## src/hdl/lfu_pkg.sv

```systemverilog
// Package with shared constants and types of the LFU cache table.
`default_nettype none
package lfu_pkg;
  localparam int unsigned DepthDefault = 16;
  localparam int unsigned KeyW = 32;
  localparam int unsigned DataW = 32;
  localparam int unsigned CountW = 32;
  localparam int unsigned StampW = 64;
  localparam int unsigned CapW = 5;
  localparam logic [CapW-1:0] CapReset = 5'd16;
  localparam logic [CountW-1:0] CountMax = '1;
  localparam logic ModeGet = 1'b0;
  localparam logic ModePut = 1'b1;

  typedef struct packed {
    logic [KeyW-1:0]   key;
    logic [DataW-1:0]  data;
    logic [CountW-1:0] count;
    logic [StampW-1:0] stamp;
  } entry_t;
endpackage
`default_nettype wire

```

## src/hdl/lfu_cache_table_unit.sv

```systemverilog
// Top level of the LFU cache table: memory scan, victim search and write-back.
// Each item is handled in turn: a scan of the entry memory (one entry read per cycle), a
// write-back of the entry and an output to the receiver; a new item is not taken before
// the last one has left.
// The result waits in an output register; the next item is taken once it is taken.
// Reset clears valid bits, occupancy, stamp counter and sets capacity to 16.
`default_nettype none
module lfu_cache_table_unit #(
  parameter int unsigned DEPTH = lfu_pkg::DepthDefault
) (
  input  wire logic        clk_i,
  input  wire logic        rst_ni,
  input  wire logic        s_axis_tvalid,
  output logic             s_axis_tready,
  input  wire logic [63:0] s_axis_tdata,   // key[31:0], value[63:32]
  input  wire logic        s_axis_tuser,   // mode
  output logic             m_axis_tvalid,
  input  wire logic        m_axis_tready,
  output logic [39:0]      m_axis_tdata,   // read_value[31:0], evicted[32], zero fill
  output logic             m_axis_tuser,   // hit
  input  wire logic        cfg_valid_i,
  output logic             cfg_ready_o,
  input  wire logic [4:0]  cfg_data_i
);
  import lfu_pkg::*;

  localparam int unsigned IdxW = (DEPTH > 1) ? $clog2(DEPTH) : 1;
  localparam int unsigned CntW = $clog2(DEPTH + 1);

  typedef enum logic [2:0] {S_IDLE, S_SCAN, S_LAST, S_WRITE, S_OUT} state_e;

  entry_t mem_q [DEPTH];
  entry_t rd_q;
  logic [DEPTH-1:0] valid_q;
  state_e state_q;
  logic [CntW-1:0] scan_q;
  logic [IdxW-1:0] ridx_q;
  logic rvalid_q;
  logic mode_q;
  logic [KeyW-1:0] key_q;
  logic [DataW-1:0] val_q;
  logic [CapW-1:0] cap_q;
  logic [CntW-1:0] occ_q;
  logic [StampW-1:0] stamp_q;
  logic found_q, vic_ok_q, free_ok_q;
  logic [IdxW-1:0] found_idx_q, vic_idx_q, free_idx_q;
  logic [CountW-1:0] vic_cnt_q;
  logic [StampW-1:0] vic_stamp_q;
  logic [DataW-1:0] found_data_q;
  logic [CountW-1:0] found_cnt_q;
  logic hit_q, ev_q;
  logic [DataW-1:0] rdv_q;

  logic [CntW-1:0] cap_eff;
  logic better;
  logic [IdxW-1:0] fidx;
  logic do_evict;
  logic do_insert;
  logic [DEPTH-1:0] valid_d;

  assign cap_eff = ({{(32-CapW){1'b0}}, cap_q} > DEPTH) ? CntW'(DEPTH)
                 : CntW'(cap_q);
  assign better = rvalid_q && valid_q[ridx_q] && (!vic_ok_q ||
                  rd_q.count < vic_cnt_q ||
                  (rd_q.count == vic_cnt_q && rd_q.stamp < vic_stamp_q));
  assign do_evict = (occ_q >= cap_eff) && vic_ok_q;
  assign do_insert = (mode_q == ModePut) && (cap_eff != '0) && !found_q &&
                     (do_evict || free_ok_q);

  assign s_axis_tready = (state_q == S_IDLE);
  assign cfg_ready_o = 1'b1;
  assign m_axis_tvalid = (state_q == S_OUT);
  assign m_axis_tdata = {7'd0, ev_q, rdv_q};
  assign m_axis_tuser = hit_q;

  // Entry memory: write-back of the updated or new entry, and synchronous read of the scanned entry.
  always_ff @(posedge clk_i) begin
    if (state_q == S_WRITE && mode_q == ModePut && cap_eff != '0) begin
      if (found_q) begin
        mem_q[found_idx_q] <= '{key: key_q, data: val_q,
          count: (found_cnt_q == CountMax) ? found_cnt_q : found_cnt_q + CountW'(1),
          stamp: stamp_q};
      end else begin
        mem_q[fidx] <= '{key: key_q, data: val_q, count: CountW'(1), stamp: stamp_q};
      end
    end else if (state_q == S_WRITE && mode_q == ModeGet && found_q) begin
      mem_q[found_idx_q] <= '{key: key_q, data: found_data_q,
        count: (found_cnt_q == CountMax) ? found_cnt_q : found_cnt_q + CountW'(1),
        stamp: stamp_q};
    end
    rd_q <= mem_q[scan_q[IdxW-1:0]];
  end

  // With a victim the written slot is the lower of the victim and the lowest invalid slot.
  always_comb begin
    fidx = free_idx_q;
    if (do_evict && (!free_ok_q || vic_idx_q < free_idx_q)) begin
      fidx = vic_idx_q;
    end
  end

  always_comb begin
    valid_d = valid_q;
    if (do_evict) valid_d[vic_idx_q] = 1'b0;
    valid_d[fidx] = 1'b1;
  end

  always_ff @(posedge clk_i or negedge rst_ni) begin
    if (!rst_ni) begin
      state_q <= S_IDLE;
      valid_q <= '0;
      cap_q <= CapReset;
      occ_q <= '0;
      stamp_q <= '0;
      scan_q <= '0;
      ridx_q <= '0;
      rvalid_q <= 1'b0;
      found_q <= 1'b0;
      vic_ok_q <= 1'b0;
      free_ok_q <= 1'b0;
      hit_q <= 1'b0;
      ev_q <= 1'b0;
    end else begin
      if (cfg_valid_i) cap_q <= cfg_data_i;
      case (state_q)
        S_IDLE: begin
          if (s_axis_tvalid) begin
            mode_q <= s_axis_tuser;
            key_q <= s_axis_tdata[31:0];
            val_q <= s_axis_tdata[63:32];
            scan_q <= CntW'(1);
            ridx_q <= '0;
            rvalid_q <= 1'b1;
            found_q <= 1'b0;
            vic_ok_q <= 1'b0;
            free_ok_q <= 1'b0;
            state_q <= (DEPTH == 1) ? S_LAST : S_SCAN;
          end
        end
        S_SCAN, S_LAST: begin
          if (valid_q[ridx_q] && rd_q.key == key_q && !found_q) begin
            found_q <= 1'b1;
            found_idx_q <= ridx_q;
            found_data_q <= rd_q.data;
            found_cnt_q <= rd_q.count;
          end
          if (!valid_q[ridx_q] && !free_ok_q) begin
            free_ok_q <= 1'b1;
            free_idx_q <= ridx_q;
          end
          if (better) begin
            vic_ok_q <= 1'b1;
            vic_idx_q <= ridx_q;
            vic_cnt_q <= rd_q.count;
            vic_stamp_q <= rd_q.stamp;
          end
          ridx_q <= ridx_q + IdxW'(1);
          if (state_q == S_LAST) begin
            state_q <= S_WRITE;
          end else begin
            if (scan_q == CntW'(DEPTH - 1)) state_q <= S_LAST;
            scan_q <= scan_q + CntW'(1);
          end
        end
        S_WRITE: begin
          hit_q <= found_q;
          ev_q <= do_insert && do_evict;
          if (mode_q == ModeGet) begin
            rdv_q <= found_q ? found_data_q : '1;
          end else begin
            rdv_q <= '0;
          end
          if ((mode_q == ModeGet && found_q) || (mode_q == ModePut && cap_eff != '0)) begin
            stamp_q <= stamp_q + StampW'(1);
          end
          if (do_insert) begin
            valid_q <= valid_d;
            if (!do_evict) occ_q <= occ_q + CntW'(1);
          end
          state_q <= S_OUT;
        end
        S_OUT: begin
          if (m_axis_tready) state_q <= S_IDLE;
          scan_q <= '0;
        end
        default: state_q <= S_IDLE;
      endcase
    end
  end

  a_occ: assert property (@(posedge clk_i) disable iff (!rst_ni)
    $countones(valid_q) == occ_q) else $error("occupancy mismatch");
  a_ev_put: assert property (@(posedge clk_i) disable iff (!rst_ni)
    (state_q == S_OUT && ev_q) |-> mode_q == ModePut) else $error("evict on get");
  a_hold: assert property (@(posedge clk_i) disable iff (!rst_ni)
    (state_q == S_OUT && !m_axis_tready) |=> $stable(rdv_q)) else $error("result moved");
endmodule
`default_nettype wire
```

## config.mk

```make
export PLATFORM = sky130hd
export DESIGN_NAME = lfu_cache_table_unit
export DESIGN_NICKNAME = d
export VERILOG_FILES = /design/src/hdl/lfu_pkg.sv /design/src/hdl/lfu_cache_table_unit.sv
export SDC_FILE = /design/constraint.sdc
export NUM_CORES = 2
export LEC_CHECK = 0
export ABC_AREA = 1
export BUFFER_PORTS_ARGS = -buffer_cell sky130_fd_sc_hd__buf_4
export CAP_MARGIN = 20
export CORE_MARGIN = 2
export CORE_UTILIZATION = 40
export CTS_BUF_LIST = sky130_fd_sc_hd__clkbuf_8
export CTS_CLUSTER_SIZE = 16
export DETAILED_ROUTE_END_ITERATION = 6
export GPL_ROUTABILITY_DRIVEN = 0
export MAX_ROUTING_LAYER = met4
export PLACE_DENSITY_LB_ADDON = 0.05
export SLEW_MARGIN = 30
export SYNTH_ARGS = -nofsm -noshare
export SYNTH_HDL_FRONTEND = slang
export SYNTH_SLANG_ARGS = --single-unit
```

## constraint.sdc

```tcl
create_clock -name clk_i -period 14 [get_ports clk_i]
set_clock_uncertainty 0.05 [all_clocks]
set_input_delay 2.8 -clock clk_i [delete_from_list [all_inputs] [get_ports clk_i]]
set_output_delay 2.8 -clock clk_i [all_outputs]
set_load 0.005 [all_outputs]
```

After elaboration in Yosys (flattened, before gate mapping)
Memories as Yosys holds them, arrays and structs flattened. A register that Yosys moved wholly into a read port is not among the register bits.
Cells that the tools add are included.
{"block": "totals", "ff_bits": 377, "mem_bits_rw": 2560, "mem_count": 1, "in_bits": 75}
{"memory": "mem_q", "words": 16, "word_bits": 160, "rd": 1, "rd_ports_with_merged_regs": 1, "write_ports": 1, "line": "lfu_cache_table_unit.sv:32", "rtl": "entry_t mem_q [DEPTH];"}
{"block": "classes", "eq_ne": 15, "addsub": 5, "reduce_logical": 49, "bitwise": 6, "mux": 41, "magnitude_cmp": 10}
{"operator": "160-bit two-way mux", "n": 2}
{"operator": "160-bit OR reduction", "n": 1}
{"operator": "64-bit by 1-bit adder with 64-bit output (second input constant)", "n": 1}
{"operator": "32-bit equality test", "n": 2}
{"operator": "64-bit less-than comparator", "n": 1}
{"operator": "32-bit two-way mux", "n": 2}
{"operator": "32-bit by 1-bit adder with 32-bit output (second input constant)", "n": 1}
{"operator": "32-bit equality test (second input constant)", "n": 1}
{"operator": "32-bit less-than comparator", "n": 1}
{"operator": "3-bit AND reduction", "n": 10}
{"operator": "1-bit logical AND", "n": 19}
{"operator": "1-bit two-way mux", "n": 17}
{"operator": "16-bit AND", "n": 1}
{"operator": "16-bit two-way mux", "n": 1}
{"operator": "16-bit inverter", "n": 1}
{"operator": "16-bit bitwise OR", "n": 1}
{"operator": "4-bit by 5-bit less-than comparator with 1-bit output (second input constant)", "n": 3}
{"operator": "5-bit two-way mux", "n": 3}
{"operator": "5-bit case mux with 3 select lines", "n": 1}
{"operator": "3-bit two-way mux", "n": 4}
{"operator": "4-bit two-way mux", "n": 3}
{"operator": "3-bit case mux with 4 select lines", "n": 1}
{"operator": "5-bit by 1-bit adder with 5-bit output (second input constant)", "n": 2}
{"operator": "2-bit inequality test (second input constant)", "n": 5}
{"operator": "other kinds (25)", "n": 42}

Logic depth before layout (Yosys ltp)
{"block": "depth", "ltp_word": 11, "ltp_mapped": 17, "depth_no_buf": 17}

Worst setup path after synthesis
No wires, ideal clock.
{"block": "synth_path", "path_kind": "flip-flop to flip-flop", "from": "register cap_q[0]", "to": "memory mem_q[0][0] (netlist bit) (enable)", "path_buffers": 0, "setup_time_ns": 0.682, "stages_incl_launch_ff": 14, "arrival_time_ns": 8.761, "path_slack_ns": 4.507, "t_required_ns": 13.268, "path_cell_list": "dfrtp_1 -> nor4_2 -> o21ai_0 -> ha_1 -> a21oi_1 -> o2111ai_1 -> nand2_2 -> clkinv_2 -> nand2_4 -> nand2_1 -> nand2_2 -> o21ai_1 -> nand3_1 -> nor2_1"}
{"block": "synth_between", "elab_chain_len": 8, "elab_cells_between_ends": 18}
{"element": "from (decl)", "line": "lfu_cache_table_unit.sv:42", "rtl": "logic [CapW-1:0] cap_q;"}
{"element": "from (signal assigned)", "line": "lfu_cache_table_unit.sv:112", "rtl": "cap_q <= CapReset;"}
{"element": "from (signal assigned)", "line": "lfu_cache_table_unit.sv:124", "rtl": "if (cfg_valid_i) cap_q <= cfg_data_i;"}
{"element": "5-bit greater-than comparator", "line": "lfu_cache_table_unit.sv:61", "rtl": "assign cap_eff = ({{(32-CapW){1'b0}}, cap_q} > DEPTH) ? CntW'(DEPTH)"}
{"element": "5-bit two-way mux (*)", "line": "lfu_cache_table_unit.sv:61"}
{"element": "5-bit nonzero test", "line": "lfu_cache_table_unit.sv:78", "rtl": "if (state_q == S_WRITE && mode_q == ModePut && cap_eff != '0) begin"}
{"element": "1-bit logical AND", "line": "lfu_cache_table_unit.sv:78"}
{"element": "1-bit two-way mux", "line": "lfu_cache_table_unit.sv:78"}
{"element": "1-bit two-way mux, on equally long branches", "line": "lfu_cache_table_unit.sv:84, lfu_cache_table_unit.sv:81, lfu_cache_table_unit.sv:88"}
{"element": "160-bit OR reduction (no source line) or 1-bit bitwise OR (tied branches)"}
{"element": "4-bit two-way mux (no source line) or 1-bit two-way mux (tied branches)"}
{"element": "to (decl)", "line": "lfu_cache_table_unit.sv:32"}
Mark *: on every way between the ends. The rest lies on a longest branch, timed or not.

Final worst setup path
{"block": "layout_path", "from": "register mode_q", "to": "memory mem_q[11][139] (netlist bit) (enable)"}
{"block": "layout_between", "elab_chain_len": 8, "elab_cells_between_ends": 16}
{"element": "from (decl)", "line": "lfu_cache_table_unit.sv:39", "rtl": "logic mode_q;"}
{"element": "from (signal assigned)", "line": "lfu_cache_table_unit.sv:128", "rtl": "mode_q <= s_axis_tuser;"}
{"element": "parallel branches: the longest is 8 deep, another holds 160-bit OR reduction"}
Parallel ways; which one is timed is not known.

==> impl_metrics.ini <==
[sta]
worst_pin_slew_ps = 1051
final_max_slew_viol_count = 0
post-route-min-period_ps = 6085
fmax_mhz = 164.3
max_slew_margin = 0.2992
setup_slack_ps = 7915
period_share = 0.4346
rsz0062_at_grt = no
setup_viol = 0
finalSetupTns_ps = 0
hold_viol_final = 0

[setup_path]
worstSetupEndpointType = flop
cp.arrival_ps = 6780
cp_data_required_time_ps = 14690
crit_path_max_fanout = 36
start_kind = flop
worst-setup-path-type = reg2reg

[detailed_routing]
avgRoutedWirePerCell_um = 27.39
drt-initial-drc-count = 6039
firstDrtPassIters = 5
vias = 72680
finalWirelength_um = 358000
ant_nets = 0
drc = 0
vias_per_cell = 5.559

[synth]
synth_top_area_frac = 0.7184
yosys.area_share.xor_xnor = 0.007628
synth_seq_cells = 3097
avgSynthCellArea_um2 = 14.14
yosysWarningCount = 0
synthCells = 8366
synthTopCellsByArea = edfxtp_1, a21oi_1, o22ai_1
ys_seq_area_frac = 0.7683
synth_commonest_cells = edfxtp_1, a21oi_1, nand2_1, o22ai_1, nor2_1
postSynth.asyncResetShare = 0.03487
synthAdderAreaFrac = 0.01153
yosys.cell_types.count = 61
synth-edff-count = 2829
synth_compound_area_frac = 0.1239
yosys.area.top_type = edfxtp_1
synthMuxAreaShare = 0.0003809
synth_ff_type = edfxtp_1
syn_area_um2 = 118300
synth_top_family_by_area = compound AO/OA/AOI/OAI gates
synth-simple-area-share = 0.06083
synth_most_common_cell = edfxtp_1

[cells_and_area]
fin_nets = 8896
layout-drive-gt1-share = 0.1368
final_util = 0.4560
fin_cells = 13070
area_growth_pct = 13.39
n_fill_cell = 26430

[power]
p_per_area_nw_per_um2 = 181.8
p_clk_frac = 0.319
switching_share = 0.3290
combPwrFrac = 0.229
internal-power_mw = 16.36
ir_worst_vdd_v = 0.0001555
p_sw_mw = 8.022
seqPwrFrac = 0.452
leakagePower_nw = 47.43

[global_route]
overflow = 0
grt_max_degree = 144
track_usage = 0.2409
antenna_found_initial = 12
grt_pass1_wl_um = 517500
grt_pass1_vias = 73370

[die]
rows = 199
die_y_um = 547.7
die-area_um2 = 300000
core_um2 = 294100
io_pins = 119
die_w_um = 547.7
initial_core_util = 0.4022

[clocking]
cts_inserted_buffers = 547
cts_root_buffer = clkbuf_8
clock_sinks = 3097
path_clk_slew_ps = 60
cts_hold_buf = 0
cts_tree = done
clk_latency_ps = 1170
cts_buffer_depth = 4
cts_resized = 0
cts_max_level = 6
postCtsSetupBuffers = 0

[hold_path]
min_path_type = reg2reg

[place]
io_buffers = 110
hpwl_um = 180300
dp_cells = 12080
dp_slack_ps = 7875

[status]
outcome = completed

[flow_run]
cap_violations = 0
-- stage by stage --
stage	hold WS, ps	total power [mW]	instance area (um2)
detailed placement	338.7	16.84	123900
global placement	339.0	16.82	123800
global route	358.2	25.59	134100
CTS	352.0	24.66	134000
finish	352.1	24.38	134100
floorplan	335.5	14.69	118300
-- power by group through the flow --
stage          Combinational [mW]  Clock [mW]  Sequential (mW)
2_1_floorplan                3.62           0             11.1
3_3_place_gp                 5.62           0             11.2
3_5_place_dp                 5.63           0             11.2
4_1_cts                      5.65        7.98             11.0
5_1_grt                      6.13        8.39             11.1
6_report                     5.59        7.77             11.0
-- area by class of cell --
type | instances | area, um2 | share of cell area
timing repair buffer | 288 | 2589 | 0.01930
tap | 3919 | 4903 | 0.03657
sequential | 3097 | 90880 | 0.6777
inverter | 316 | 1212 | 0.009041
multi-input combinational | 4462 | 24410 | 0.1821
antenna | 8 | 20.02 | 0.0001493
clock inverter | 394 | 1963 | 0.01464
clock buffer | 590 | 8120 | 0.06056
-- cell families (layout without fill, tap and decap cells) --
logic type,after synthesis,after routing
multiplexers,4,4
other,2,16
XOR/XNOR,103,103
AO/OA/AOI/OAI,2506,2506
adder cells (fa/ha/maj),109,109
buffers and inverters,813,1588
flip-flops,3097,3097
AND/OR/NAND/NOR,1732,1732
-- worst max-delay path, stage by stage (launching register included) --
cell and delay [ps]:
edfxtp_1 320, buf_4 500, nand3_2 260, nor2_4 660, inv_4 310, o21ai_1 270, nand3_1 350, nor2_4 490
buf_16 230, buf_4 580, buf_4 700, buf_4 700
-- placed cells by master, fill, tap and decap left out, types with 11 or more instances in the layout --
cell type	n
nor4_1	18
dfxtp_1	160
clkinv_1	85
nand2_2	11
clkinvlp_4	15
inv_6	18
inv_1	520
xor2_1	69
nand2_1	989
o221ai_1	162
a21oi_1	1050
nand3_1	77
clkbuf_8	590
buf_12	23
o22ai_1	647
ha_1	109
nor3_1	44
inv_8	13
nor2_4	27
buf_4	254
dfrtp_1	101
nor2_1	455
xnor2_1	34
nand4_1	53
a31o_2	160
edfxtp_1	2829
o21ai_0	447
clkinv_2	37
-- flip-flops by register name (all words and copies together), names as in the netlist, 5 cells and up --
signal,count
rd_q,160
found_cnt_q,32
rdv_q,32
vic_stamp_q,64
scan_q,5
vic_cnt_q,32
found_data_q,32
occ_q,5
valid_q,16
cap_q,5
mem_q,2560
val_q,32
key_q,32
stamp_q,64
-- routing by layer --
layer | GRT usage | wire, um | vias to the layer above
met2 | 0.3844 | 171900 | 2061
met4 | 0.06611 | 9147 | 0
met3 | 0.03260 | 17330 | 555
met5 | - | 0 | -
li1 | - | - | 32500
met1 | 0.3242 | 159600 | 37560
-- worst paths after layout --
kind                                       start                        end  slack [ps]  cells past startpoint
worst max-delay path            mode_q$_DFFE_PP_   mem_q[11][139]$_DFFE_PP_        7910                     11
worst min-delay path            rd_q[99]$_DFF_P_  found_data_q[3]$_DFFE_PP_         350                      0
worst max register to register  mode_q$_DFFE_PP_   mem_q[11][139]$_DFFE_PP_        7910                     11
worst min register to register  rd_q[99]$_DFF_P_  found_data_q[3]$_DFFE_PP_         350                      0
max in group asynchronous                 rst_ni    stamp_q[23]$_DFFE_PN0P_       11240                      2
min in group asynchronous                 rst_ni       cap_q[1]$_DFFE_PN0P_        1580                      1
(Power assumes the default switching activity.)
